[config.mk]
export PLATFORM = sky130hd
export DESIGN_NAME = wwge_ctrl_flat
export DESIGN_NICKNAME = d
export VERILOG_FILES = /design/src/hdl/wwge_pkg.sv /design/src/hdl/wwge_if.sv /design/src/hdl/wwge_ctrl.sv /design/src/flat_wrapper.sv
export SDC_FILE = /design/constraint.sdc
export NUM_CORES = 1
export LEC_CHECK = 0
export BUFFER_PORTS_ARGS = -buffer_cell sky130_fd_sc_hd__buf_2
export CORE_AREA = 3 3 140 142
export CTS_CLUSTER_SIZE = 12
export DETAILED_ROUTE_END_ITERATION = 16
export DIE_AREA = 0 0 143 145
export PLACE_DENSITY = 0.53
export SYNTH_ARGS = -nofsm -noshare
export SYNTH_HDL_FRONTEND = slang
export SYNTH_SLANG_ARGS = --single-unit
[constraint.sdc]
create_clock -name clk -period 7.7 [get_ports clk]
set_input_delay 0.77 -clock clk [delete_from_list [all_inputs] [get_ports clk]]
set_output_delay 0.77 -clock clk [all_outputs]
set_load 0.03 [all_outputs]
[src/hdl/wwge_pkg.sv]
// Package for the wireworld generation engine: sizes, cell state codes,
// command codes and the controller/datapath command and status structs.
// No dependencies.
`default_nettype none
package wwge_pkg;
    localparam int NumCells = 1024;
    localparam int NumLinks = 8;
    localparam int CellW = $clog2(NumCells);
    localparam int SlotW = $clog2(NumLinks);
    localparam int LinkAddrW = CellW + SlotW;
    localparam int LinkW = 11;
    localparam logic [31:0] GenLimitReset = 32'd1000;
    localparam logic [1:0] CountSat = 2'd3;

    typedef enum logic [1:0] {
        ST_UNUSED = 2'd0,
        ST_COPPER = 2'd1,
        ST_HEAD   = 2'd2,
        ST_TAIL   = 2'd3
    } cell_st_t;

    typedef enum logic [2:0] {
        CMD_WRITE_CELL = 3'd0,
        CMD_WRITE_LINK = 3'd1,
        CMD_STEP       = 3'd2,
        CMD_RUN        = 3'd3,
        CMD_READ_CELL  = 3'd4
    } cmd_t;

    // Datapath operations issued by the controller.
    typedef enum logic [3:0] {
        OP_NONE,
        OP_INIT,
        OP_WR_CELL,
        OP_WR_LINK,
        OP_RD_CELL,
        OP_CLR_CNT,
        OP_SCAN_CELL,
        OP_SCAN_LINK,
        OP_SCAN_TGT,
        OP_UPD_CELL,
        OP_UPD_WB
    } op_t;

    typedef struct packed {
        op_t             op;
        logic [CellW-1:0] cell_idx;
        logic [SlotW-1:0] slot;
        logic            gen_start;
    } dp_cmd_t;

    typedef struct packed {
        logic [1:0] rd_state;
        logic       is_head;
        logic       gen_active;
    } dp_sts_t;
endpackage
`default_nettype wire

[src/hdl/wwge_if.sv]
// Valid/ready channel interfaces for commands and results.
// Depends on nothing.
`default_nettype none
interface wwge_cmd_if;
    logic       valid;
    logic       ready;
    logic [2:0] command;
    logic [9:0] cell_index;
    logic [2:0] neighbour_slot;
    logic [9:0] neighbour_index;
    logic       neighbour_valid;
    logic [1:0] new_state;
    modport source (output valid, command, cell_index, neighbour_slot, neighbour_index,
                    neighbour_valid, new_state, input ready);
    modport sink (input valid, command, cell_index, neighbour_slot, neighbour_index,
                  neighbour_valid, new_state, output ready);
endinterface

interface wwge_res_if;
    logic        valid;
    logic        ready;
    logic [1:0]  cell_state;
    logic        still_active;
    logic [31:0] generations_done;
    modport source (output valid, cell_state, still_active, generations_done, input ready);
    modport sink (input valid, cell_state, still_active, generations_done, output ready);
endinterface
`default_nettype wire

[src/hdl/wwge_ctrl.sv]
// Controller: accepts commands, sequences clear, scan and update sweeps.
// Depends on wwge_pkg and wwge_if.
`default_nettype none
module wwge_ctrl (
    input  wire logic        clk,
    input  wire logic        rst_n,
    input  wire logic [31:0] max_gen,
    wwge_cmd_if.sink         cin,
    wwge_res_if.source       rout,
    output wwge_pkg::dp_cmd_t dcmd,
    output logic [1:0]       wr_state,
    output logic [wwge_pkg::LinkW-1:0] wr_link,
    input  wire wwge_pkg::dp_sts_t sts
);
    import wwge_pkg::*;

    typedef enum logic [9:0] {
        S_INIT  = 10'b0000000001,
        S_IDLE  = 10'b0000000010,
        S_RDW   = 10'b0000000100,
        S_CLR   = 10'b0000001000,
        S_SCELL = 10'b0000010000,
        S_SCHK  = 10'b0000100000,
        S_SLINK = 10'b0001000000,
        S_UPD   = 10'b0010000000,
        S_GEND  = 10'b0100000000,
        S_OUT   = 10'b1000000000
    } state_t;

    state_t           state_reg, state_next;
    logic [CellW-1:0] cell_reg, cell_next;
    logic [SlotW:0]   slot_reg, slot_next;
    logic [2:0]       cmd_reg, cmd_next;
    logic [CellW-1:0] ci_reg;
    logic [2:0]       sl_reg;
    logic [9:0]       ni_reg;
    logic             nv_reg;
    logic [1:0]       ns_reg;
    logic [31:0]      done_reg, done_next;
    logic [1:0]       rd_reg, rd_next;
    logic             phase_reg, phase_next;
    logic [31:0]      lim;
    logic             acc;

    assign lim = (max_gen == 32'd0) ? 32'd1 : max_gen;
    assign acc = cin.valid && cin.ready;
    assign cin.ready = (state_reg == S_IDLE);
    assign rout.valid = (state_reg == S_OUT);
    assign rout.cell_state = rd_reg;
    assign rout.still_active = sts.gen_active;
    assign rout.generations_done = done_reg;
    assign wr_state = ns_reg;
    assign wr_link = {nv_reg, ni_reg};

    // Scan pipeline: each link takes a link read step and a target read step;
    // the count write lands in the following cycle, before the next target read.
    always_comb
    begin
        state_next = state_reg;
        cell_next = cell_reg;
        slot_next = slot_reg;
        cmd_next = cmd_reg;
        done_next = done_reg;
        rd_next = rd_reg;
        phase_next = phase_reg;
        dcmd.op = OP_NONE;
        dcmd.cell_idx = cell_reg;
        dcmd.slot = slot_reg[SlotW-1:0];
        dcmd.gen_start = 1'b0;
        unique case (state_reg)
            S_INIT:
            begin
                // Clears every link slot, and each cell and count on the way.
                dcmd.op = OP_INIT;
                slot_next = slot_reg + 1'b1;
                if (slot_reg == (SlotW + 1)'(NumLinks - 1))
                begin
                    slot_next = '0;
                    cell_next = cell_reg + 1'b1;
                    if (cell_reg == CellW'(NumCells - 1))
                    begin
                        state_next = S_IDLE;
                    end
                end
            end
            S_IDLE:
            begin
                if (acc)
                begin
                    cmd_next = cin.command;
                    done_next = 32'd0;
                    rd_next = 2'd0;
                    cell_next = '0;
                    unique case (cin.command)
                        CMD_WRITE_CELL, CMD_WRITE_LINK, CMD_READ_CELL: state_next = S_RDW;
                        CMD_STEP, CMD_RUN: state_next = S_CLR;
                        default: state_next = S_OUT;
                    endcase
                end
            end
            S_RDW:
            begin
                dcmd.cell_idx = ci_reg;
                dcmd.slot = sl_reg;
                unique case (cmd_reg)
                    CMD_WRITE_CELL: dcmd.op = OP_WR_CELL;
                    CMD_WRITE_LINK: dcmd.op = OP_WR_LINK;
                    default: dcmd.op = OP_RD_CELL;
                endcase
                phase_next = ~phase_reg;
                if (cmd_reg != CMD_READ_CELL)
                begin
                    phase_next = 1'b0;
                    state_next = S_OUT;
                end
                else if (phase_reg)
                begin
                    rd_next = sts.rd_state;
                    phase_next = 1'b0;
                    state_next = S_OUT;
                end
            end
            S_CLR:
            begin
                // A run stops here once the last generation was quiet or the limit is met.
                if (cell_reg == '0 && cmd_reg == CMD_RUN && done_reg != 32'd0
                    && (!sts.gen_active || done_reg >= lim))
                begin
                    state_next = S_OUT;
                end
                else
                begin
                    dcmd.op = OP_CLR_CNT;
                    dcmd.gen_start = (cell_reg == '0);
                    cell_next = cell_reg + 1'b1;
                    if (cell_reg == CellW'(NumCells - 1))
                    begin
                        state_next = S_SCELL;
                    end
                end
            end
            S_SCELL:
            begin
                dcmd.op = OP_SCAN_CELL;
                state_next = S_SCHK;
            end
            S_SCHK:
            begin
                dcmd.op = OP_SCAN_CELL;
                slot_next = '0;
                phase_next = 1'b0;
                if (sts.is_head)
                begin
                    state_next = S_SLINK;
                end
                else if (cell_reg == CellW'(NumCells - 1))
                begin
                    cell_next = '0;
                    state_next = S_UPD;
                end
                else
                begin
                    cell_next = cell_reg + 1'b1;
                    state_next = S_SCELL;
                end
            end
            S_SLINK:
            begin
                // slot_reg steps 0..NumLinks-1 with a link read and a target read per link.
                if (!phase_reg)
                begin
                    dcmd.op = OP_SCAN_LINK;
                    phase_next = 1'b1;
                end
                else
                begin
                    dcmd.op = OP_SCAN_TGT;
                    phase_next = 1'b0;
                    slot_next = slot_reg + 1'b1;
                    if (slot_reg == (SlotW + 1)'(NumLinks - 1))
                    begin
                        state_next = S_GEND;
                        phase_next = 1'b1;
                    end
                end
            end
            S_GEND:
            begin
                // A spare state lets the last count write land.
                if (phase_reg)
                begin
                    phase_next = 1'b0;
                end
                else if (cell_reg == CellW'(NumCells - 1))
                begin
                    cell_next = '0;
                    state_next = S_UPD;
                end
                else
                begin
                    cell_next = cell_reg + 1'b1;
                    state_next = S_SCELL;
                end
            end
            S_UPD:
            begin
                if (!phase_reg)
                begin
                    dcmd.op = OP_UPD_CELL;
                    phase_next = 1'b1;
                end
                else
                begin
                    dcmd.op = OP_UPD_WB;
                    phase_next = 1'b0;
                    cell_next = cell_reg + 1'b1;
                    if (cell_reg == CellW'(NumCells - 1))
                    begin
                        done_next = done_reg + 32'd1;
                        state_next = S_OUT;
                        if (cmd_reg == CMD_RUN)
                        begin
                            state_next = S_CLR;
                            cell_next = '0;
                        end
                    end
                end
            end
            S_OUT:
            begin
                if (rout.ready)
                begin
                    state_next = S_IDLE;
                end
            end
            default: state_next = S_INIT;
        endcase
    end

    always_ff @(posedge clk or negedge rst_n)
    begin
        if (!rst_n)
        begin
            state_reg <= S_INIT;
            cell_reg <= '0;
            slot_reg <= '0;
            phase_reg <= 1'b0;
        end
        else
        begin
            state_reg <= state_next;
            cell_reg <= cell_next;
            slot_reg <= slot_next;
            phase_reg <= phase_next;
        end
    end

    always_ff @(posedge clk)
    begin
        cmd_reg <= cmd_next;
        done_reg <= done_next;
        rd_reg <= rd_next;
        if (acc)
        begin
            ci_reg <= cin.cell_index;
            sl_reg <= cin.neighbour_slot;
            ni_reg <= cin.neighbour_index;
            nv_reg <= cin.neighbour_valid;
            ns_reg <= cin.new_state;
        end
    end
endmodule
`default_nettype wire

[src/flat_wrapper.sv]
// flat-port wrapper written by rule: the top's interface ports become plain ports
module wwge_ctrl_flat import wwge_pkg::*;
  (clk, rst_n, max_gen, dcmd, wr_state, wr_link, sts, cin_valid, cin_command, cin_cell_index, cin_neighbour_slot, cin_neighbour_index, cin_neighbour_valid, cin_new_state, cin_ready, rout_valid, rout_cell_state, rout_still_active, rout_generations_done, rout_ready);
  wwge_cmd_if cin_i ();
  wwge_res_if rout_i ();
  input  wire logic clk;
  input  wire logic rst_n;
  input  wire logic [31:0] max_gen;
  output wwge_pkg::dp_cmd_t dcmd;
  output logic [1:0] wr_state;
  output logic [wwge_pkg::LinkW-1:0] wr_link;
  input  wire wwge_pkg::dp_sts_t sts;
  input wire logic [$bits(cin_i.valid)-1:0] cin_valid;
  input wire logic [$bits(cin_i.command)-1:0] cin_command;
  input wire logic [$bits(cin_i.cell_index)-1:0] cin_cell_index;
  input wire logic [$bits(cin_i.neighbour_slot)-1:0] cin_neighbour_slot;
  input wire logic [$bits(cin_i.neighbour_index)-1:0] cin_neighbour_index;
  input wire logic [$bits(cin_i.neighbour_valid)-1:0] cin_neighbour_valid;
  input wire logic [$bits(cin_i.new_state)-1:0] cin_new_state;
  output wire logic [$bits(cin_i.ready)-1:0] cin_ready;
  output wire logic [$bits(rout_i.valid)-1:0] rout_valid;
  output wire logic [$bits(rout_i.cell_state)-1:0] rout_cell_state;
  output wire logic [$bits(rout_i.still_active)-1:0] rout_still_active;
  output wire logic [$bits(rout_i.generations_done)-1:0] rout_generations_done;
  input wire logic [$bits(rout_i.ready)-1:0] rout_ready;
  assign cin_i.valid = cin_valid;
  assign cin_i.command = cin_command;
  assign cin_i.cell_index = cin_cell_index;
  assign cin_i.neighbour_slot = cin_neighbour_slot;
  assign cin_i.neighbour_index = cin_neighbour_index;
  assign cin_i.neighbour_valid = cin_neighbour_valid;
  assign cin_i.new_state = cin_new_state;
  assign cin_ready = cin_i.ready;
  assign rout_valid = rout_i.valid;
  assign rout_cell_state = rout_i.cell_state;
  assign rout_still_active = rout_i.still_active;
  assign rout_generations_done = rout_i.generations_done;
  assign rout_i.ready = rout_ready;
  wwge_ctrl u_core (.clk(clk), .rst_n(rst_n), .max_gen(max_gen), .cin(cin_i), .rout(rout_i), .dcmd(dcmd), .wr_state(wr_state), .wr_link(wr_link), .sts(sts));
endmodule
==> results of run 1 <==
[cells by family (layout without fill, tap and decap cells)]
kind of cell               Yosys count  count (layout)  synth area share
buffers and inverters               59             197            0.0436
and+or+nand+nor                    272             272             0.256
AOI/OAI and AO/OA                   95              95             0.108
DFF                                 88              88             0.459
xor gates and xnor gates            28              28            0.0447
muxes                                2               2           0.00388
adders and majority gates           37              37            0.0844
[metrics by stage]
stage,setup slack (ns),hold slack [ns],power (mW)
6_report,3.34,0.427,1.03
5_1_grt,2.92,0.473,1.07
4_1_cts,3.27,0.457,1.04
3_5_place_dp,3.29,0.533,0.561
3_3_place_gp,3.38,0.524,0.560
2_1_floorplan,3.17,0.474,0.533
[final cells by class]
| cell class | instances | share of cell area |
|---|---|---|
| clock buffer | 9 | 0.0335 |
| inverter | 42 | 0.0235 |
| multi-input combinational | 434 | 0.406 |
| timing repair buffer | 139 | 0.105 |
| sequential | 88 | 0.375 |
| tap | 234 | 0.0436 |
| clock inverter | 7 | 0.0140 |
[worst max-delay path, cell delays in order]
cell and delay [ns]:
buf_2 0.10, nor4_1 0.50, nand4_1 0.16, o21bai_1 0.16
ha_1 0.25, a31oi_1 0.13, nor2b_1 0.06, o311ai_0 0.32
a31oi_1 0.21, o21ai_0 0.32, nand2_1 0.23, o211ai_1 0.15
buf_2 0.23
[per-layer routing]
| metal | routed length (um) | up-vias |
|---|---|---|
| met2 | 6590 | 167 |
| met1 | 7260 | 2195 |
| met3 | 1240 | 11 |
| met4 | 138 | 0 |
| li1 | - | 2391 |
| met5 | 0 | - |
[power by group]
| group | leakage [nW] | switching, mW | internal (mW) |
|---|---|---|---|
| clock network | 0.150 | 0.196 | 0.284 |
| registers | 0.912 | 0 | 0.505 |
| logic | 1.81 | 0.0237 | 0.0215 |
| total | 2.87 | 0.220 | 0.811 |
[worst paths after layout]
path,start,endpoint,slack (ns),cells past startpoint
worst max register to register,u_core.state_reg[7],u_core.state_reg[8],4.63,7
max in group asynchronous,rst_n,u_core.cell_reg[6],6.85,1
worst min-delay path,rst_n,u_core.slot_reg[3],0.43,1
min in group clk,u_core.state_reg[0],u_core.state_reg[0],0.54,2
worst max-delay path,max_gen[9],dcmd[16],3.34,13
worst min register to register,u_core.state_reg[0],u_core.state_reg[0],0.54,2
[synth_stat cells (4+ instances only)]
| cell | instances | area, sq um |
|---|---|---|
| and2_1 | 4 | 25.0 |
| nand3_1 | 15 | 75.1 |
| nand2b_1 | 9 | 56.3 |
| nor2_1 | 57 | 214 |
| and4_1 | 7 | 61.3 |
| inv_1 | 42 | 158 |
| a21oi_1 | 25 | 125 |
| edfxtp_1 | 63 | 1890 |
| or4_1 | 5 | 37.5 |
| nand2_1 | 77 | 289 |
| nor2b_1 | 4 | 25.0 |
| ha_1 | 37 | 463 |
| nand4_1 | 19 | 119 |
| nor4b_1 | 4 | 35.0 |
| xnor2_1 | 8 | 70.1 |
| o21ai_1 | 5 | 25.0 |
| clkbuf_1 | 9 | 33.8 |
| or3_1 | 4 | 25.0 |
| o211ai_1 | 4 | 30.0 |
| nor4_1 | 21 | 131 |
| dfrtp_1 | 24 | 601 |
| a31oi_1 | 6 | 37.5 |
| nand4b_1 | 4 | 35.0 |
| and3_1 | 15 | 93.8 |
| xor2_1 | 20 | 175 |
| o21ai_0 | 28 | 140 |
| nor3_1 | 13 | 65.1 |
==> summary.md, run 1 <==
| Metric | Value |
|---|---|
| Design area | 6720 sq um |
| Critical path arrival | 3.59 ns |
| Antenna viol nets, final | 0 |
| Hold buffer count at CTS | 0 |
| Worst-margin pin slew | 0.878 ns |
| Clock transition at path regs | 0.07 ns |
| Diode count | 0 |
| Part of the Yosys area used for sequential elements | 0.459 |
| Worst-path maximum fanout | 4 |
| DRC Markers | 0 |
| Dpl cell area | 6400 sq um |
| Rel. slew slack | 0.410 |
| Max reg flops | 32 |
| Pleak | 2.87 nW |
| Clock sinks | 88 |
| Vias in the first global route | 4,647 |
| # placed instances | around 940 |
| Area occupied by multi-input gates | 2730 sq um |
| First-pass GRT wire length | 24,500 um |
| RSZ-0062 raised after global routing | false |
| Latest clock arrival within the worst-skew pair | 0.35 ns |
| Pin count of the biggest net entering global routing | 39 |
| Post-Synthesis Cells | 581 |
| DR vias | 4,764 |
| Final hold violation count | 0 |
| Final setup vio count | 0 |
| Area Growth Syn to Fin | 22.6% |
| Netlist Area Pre-Place | 5480 sq um |
| Total core area | 18,600 sq um |
| Synthesized flop and latch total | 88 |
| Critical path type | input pin to output port |
| Skew final | between 0.01 and 0.015 ns |
| Pwr/cell area | 153 nW/um^2 |
| Sequential cell area | 2520 sq um |
| Syn avg cell area | 9.44 sq um |
| Met3 usage | 0.0435 |
| Final Max Slew Viols | 0 |
| Post-synth EDFFs | 63 |
| Critical path startpoint category | input pin |
| Initial antenna violation count | 0 |
| Min cycle time layout | 4.36 ns |
| IO Port Bufs | 136 |
| GRT Resource Usage Total | 0.147 |
| Gp weighted congestion | 0.824 |
| Maxcap violations | 0 |
| Die Y | 145 um |
| TritonRoute pass-1 iters | 4 |
| Layout Utilization | 0.362 |
| Fin Setup TNS | 0 ns |
| Number of buffers created by CTS | 9 |
| CP Capture Type | output port |
| Postcts setup bufs | 0 |
| DPL Wire Length | 11,400 um |
| HP Class | input pin to asynchronous set/reset pin |
| Result of the run | complete, no violations |
| Vias per inst | 5.00 |
| Fin cells | approximately 950 |
| Net count after synthesis | 687 |
| Worst EP required | 6.93 ns |
| Clock tree from TritonCTS | built |
| Post-synth ARST share | 0.284 |
| Initial DRC Count | 321 |
| Share of layout cells above drive strength 1 | 0.229 |
| GR Util met1 | 0.206 |
| Nets | 820 |
| Maximum clock path buffer count | 2 |
| FP Rows | 50 |
| Busiest grt layer | met2 |
| Yosys warnings | 0 |
| Most frequent cells in the layout | 136 x buf_2, 77 x nand2_1, 63 x edfxtp_1, 57 x nor2_1, 42 x inv_1 |
| Die W | 143 um |
| Clock root cell | clkbuf_16 |
| I/O pin total | 137 |
| F_max | roughly 0.23 GHz |
| Resized cells post-CTS | 0 |
| DIE AREA | 20,700 sq um |
| Htree depth | 3 |
| Met2 Use GR | 0.226 |
| Routed len/inst | between 15 and 20 um |
| Leading cell type in the layout, fill and taps excluded | buf_2 |
| Cell variety after synth | 60 |
| GR Overflow Total | 0 |
| Peak supply drop | 0.140 mV |
| Period utilization | 0.567 |
| Synth Flop Type | edfxtp_1 |
| Starting density of the core | 0.295 |
| Filler cells | 1,886 |
| DRT Wirelength | 15,200 um |
(Power assumes the default switching activity.)
==> run 2: changes to the inputs <==
Settings changed: ABC_AREA set to 1, CORE_AREA 3 3 140 142 to 3 3 145 147, DIE_AREA 0 0 143 145 to 0 0 148 150.
Clock period 7.7 ns to 4.41 ns, I/O delays scaled along.
==> run 2 against run 1 <==
Effect of this change: total power rose by 74%; utilization barely moved; routed wire length is 11% higher; flip-flop and latch count did not move; hold slack lost 0.34 ns; clock power grew 76%; clock-buffer cell count rose by 1; register-to-register slack worse by 3.0 ns; synthesized area up 8.1%; clock skew grew 0.0021 ns; sequential share of layout area down 2.8 points; critical endpoint is now dcmd[14]; largest power group unchanged.
==> summary.md, run 2 <==
| Metric | Value |
|---|---|
| Result of the run | complete, no violations |
| Max reg flops | 32 |
| GRT Resource Usage Total | 0.155 |
| Synth top area share | 0.319 |
| Sw frac | 0.212 |
| Htree depth | 3 |
| Pleak | 3.46 nW |
| Antenna viol nets, final | 0 |
| Nets | 996 |
| GR Overflow Total | 0 |
| Final setup vio count | 0 |
| Synth area leader | edfxtp_1 |
| Part of the Yosys area used for sequential elements | 0.425 |
| Final Max Slew Viols | 0 |
| Ranking of synthesized cells by area | edfxtp_1 32%, nand2_1 11%, dfrtp_1 10% |
| Min cycle time layout | 3.30 ns |
| Die W | 148 um |
| Hold buffer count at CTS | 0 |
| Critical path type | input pin to output port |
| Most frequent CP cell | nand2_1 |
| Net count after synthesis | approximately 850 |
| DPL Wire Length | 13,300 um |
| Maxcap violations | 0 |
| F_max | 0.303 GHz |
| Most frequent cells in the layout | 170 x nand2_1, 136 x buf_2, 126 x inv_1, 63 x nor2_1, 63 x edfxtp_1 |
| DRC Markers | 0 |
| FP Rows | 52 |
| Yosys warnings | 0 |
| HP Class | input pin to asynchronous set/reset pin |
| Most common cell in the netlist | nand2_1 |
| Most frequent cells after synthesis | 170 x nand2_1, 126 x inv_1, 65 x nor2_1 |
| Latest clock arrival within the worst-skew pair | 0.36 ns |
| Postcts setup bufs | 0 |
| Crit-path max cell delay | 0.45 ns |
| Resized cells post-CTS | 0 |
| DRT Wirelength | about 17,000 um |
| Leading cell type in the layout, fill and taps excluded | nand2_1 |
| Peak supply drop | approximately 0.22 mV |
| Design area | roughly 7300 sq um |
| Share of layout cells above drive strength 1 | 0.223 |
| Skew final | 0.0164 ns |
| Diode count | 0 |
| Netlist Area Pre-Place | approximately 5900 sq um |
| Post-synth ARST share | 0.284 |
| Post-synth EDFFs | 63 |
| Worst-margin pin slew | 0.869 ns |
| TritonRoute pass-1 iters | 6 |
| Cell variety after synth | 46 |
| Slowest cell on crit path | nor4_1 |
| Critical path startpoint category | input pin |
| Synthesized flop and latch total | 88 |
| DIE AREA | between 20,000 and 25,000 sq um |
| Starting density of the core | 0.296 |
| Clock root cell | clkbuf_16 |
| Post-Synthesis Cells | 748 |
| Gp weighted congestion | 0.857 |
| Die Y | 150 um |
| Total core area | between 20,000 and 25,000 sq um |
| Comb power frac | 0.040 |
| Syn avg cell area | 7.92 sq um |
| Fin Setup TNS | 0 ns |
| Initial DRC Count | between 300 and 400 |
| RSZ-0062 raised after global routing | false |
| Internal power | 1.42 mW |
| Rel. slew slack | 0.415 |
| Clock sinks | 88 |
| Clock tree from TritonCTS | built |
| Period utilization | 0.749 |
| Cell chain of the critical path | buf_2 -> nor4_1 -> nand4_1 -> o21bai_1 -> ha_1 -> nand4_1 -> nor2_1 -> nor2_1 -> nand2_1 -> nand2_1 -> nand2_1 -> nand2_1 -> nand2_1 -> nand2_1 -> nand2_1 -> nand2_1 -> or2_2 -> buf_2 |
| First-pass GRT wire length | 27,200 um |
| Clock transition at path regs | 0.07 ns |
| Synth Flop Type | edfxtp_1 |
| Pwr/cell area | 248 nW/um^2 |
| Routed len/inst | 14.5 um |
| Initial antenna violation count | 1 |
| IO Port Bufs | 136 |
| Area Growth Syn to Fin | 22.5% |
| Vias in the first global route | 5,269 |
| Final hold violation count | 0 |
| Hold_ws | 0.0883 ns |
| Worst EP required | 3.97 ns |
| Critical path arrival | 2.86 ns |
| I/O pin total | 137 |
| P_sw | 0.380 mW |
| Vias per inst | 4.68 |
| Worst-path maximum fanout | 4 |
| Clock share of power | 0.469 |
| Dpl cell area | slightly below 7000 sq um |
| CP Capture Type | output port |
| Maximum clock path buffer count | 2 |
| Power share of the sequential group | 0.491 |
| Pin count of the biggest net entering global routing | 33 |
| Number of buffers created by CTS | 9 |
| DR vias | 5,453 |
## run 2: cell count changes after synthesis, sizes merged, moves of 5 or more
cell	before	now
inv	42	133
nand2	77	175
nor3	14	29
nand3	15	48
nand2b	9	0
a21oi	25	38
xor2	20	2
xnor2	8	0
or4	6	0
o21ai	33	40
clkbuf	9	4
nor2	57	75
and3	15	0
and4	7	0
## run 2: stage by stage
step / total power, mW / setup WS [ns] / utilization / instances
global route: 1.86 / 0.831 / 0.362 / 1165
CTS: 1.82 / 1.09 / 0.362 / 1165
floorplan: 0.927 / 1.35 / - / 748
finish: 1.80 / 1.11 / 0.362 / 1165
detailed placement: 0.973 / 1.10 / 0.346 / 1149
global placement: 0.972 / 1.05 / 0.346 / 1149
## run 2: routing by layer
layer,GRT usage,part of all wire,vias to the layer above
met5,0,0.00077,-
met4,0.0508,0.019,2
met3,0.0415,0.078,19
met2,0.246,0.44,171
met1,0.205,0.46,2460
li1,-,-,2801
## run 2: power by group through the flow
stage	Sequential (mW)	Clock (mW)	Combinational [mW]
after floorplan	0.900	0	0.0277
after global placement	0.899	0	0.0722
after detailed placement	0.899	0	0.0734
after CTS	0.882	0.860	0.0735
after global routing	0.881	0.894	0.0842
final	0.882	0.843	0.0723
## run 2: final timing paths
| check | from | slack (ns) | cells after the start | to |
|---|---|---|---|---|
| min in group clk | cin_new_state[1] | 0.26 | 1 | u_core.wr_state[1] |
| max in group asynchronous | rst_n | 3.92 | 1 | u_core.slot_reg[2] |
| min | rst_n | 0.09 | 1 | u_core.state_reg[2] |
| max | max_gen[17] | 1.11 | 18 | dcmd[14] |
| max reg2reg | u_core.state_reg[8] | 1.68 | 11 | u_core.cell_reg[8] |
| min reg2reg | u_core.state_reg[0] | 0.50 | 2 | u_core.state_reg[0] |
## run 2: cells by family (layout without fill, tap and decap cells)
group,after synthesis,after routing,synth area share
buffers and inverters,142,289,0.0929
adder cells (fa/ha/maj),37,37,0.0781
flip-flops,88,88,0.425
XOR/XNOR,2,2,0.00296
AND/OR/NAND/NOR,379,379,0.307
AO/OA/AOI/OAI,100,100,0.0940
## run 2: worst max-delay path, delay by kind of cell
family	cells	cell delay, ns
and+or+nand+nor	14	1.82
buffers and inverters	2	0.29
AOI/OAI and AO/OA	1	0.15
adders and majority gates	1	0.14
## run 2: layout make-up
cell class / count / area (sq um)
Tap cell: 270 / 338
Timing Repair Buffer: 140 / 711
Clock buffer: 10 / 229
Clock inverter: 6 / 91.3
Sequential cell: 88 / 2520
Inverter: 133 / 499
Multi-Input combinational cell: 518 / 2870
Fill cell: 2176 / 12800
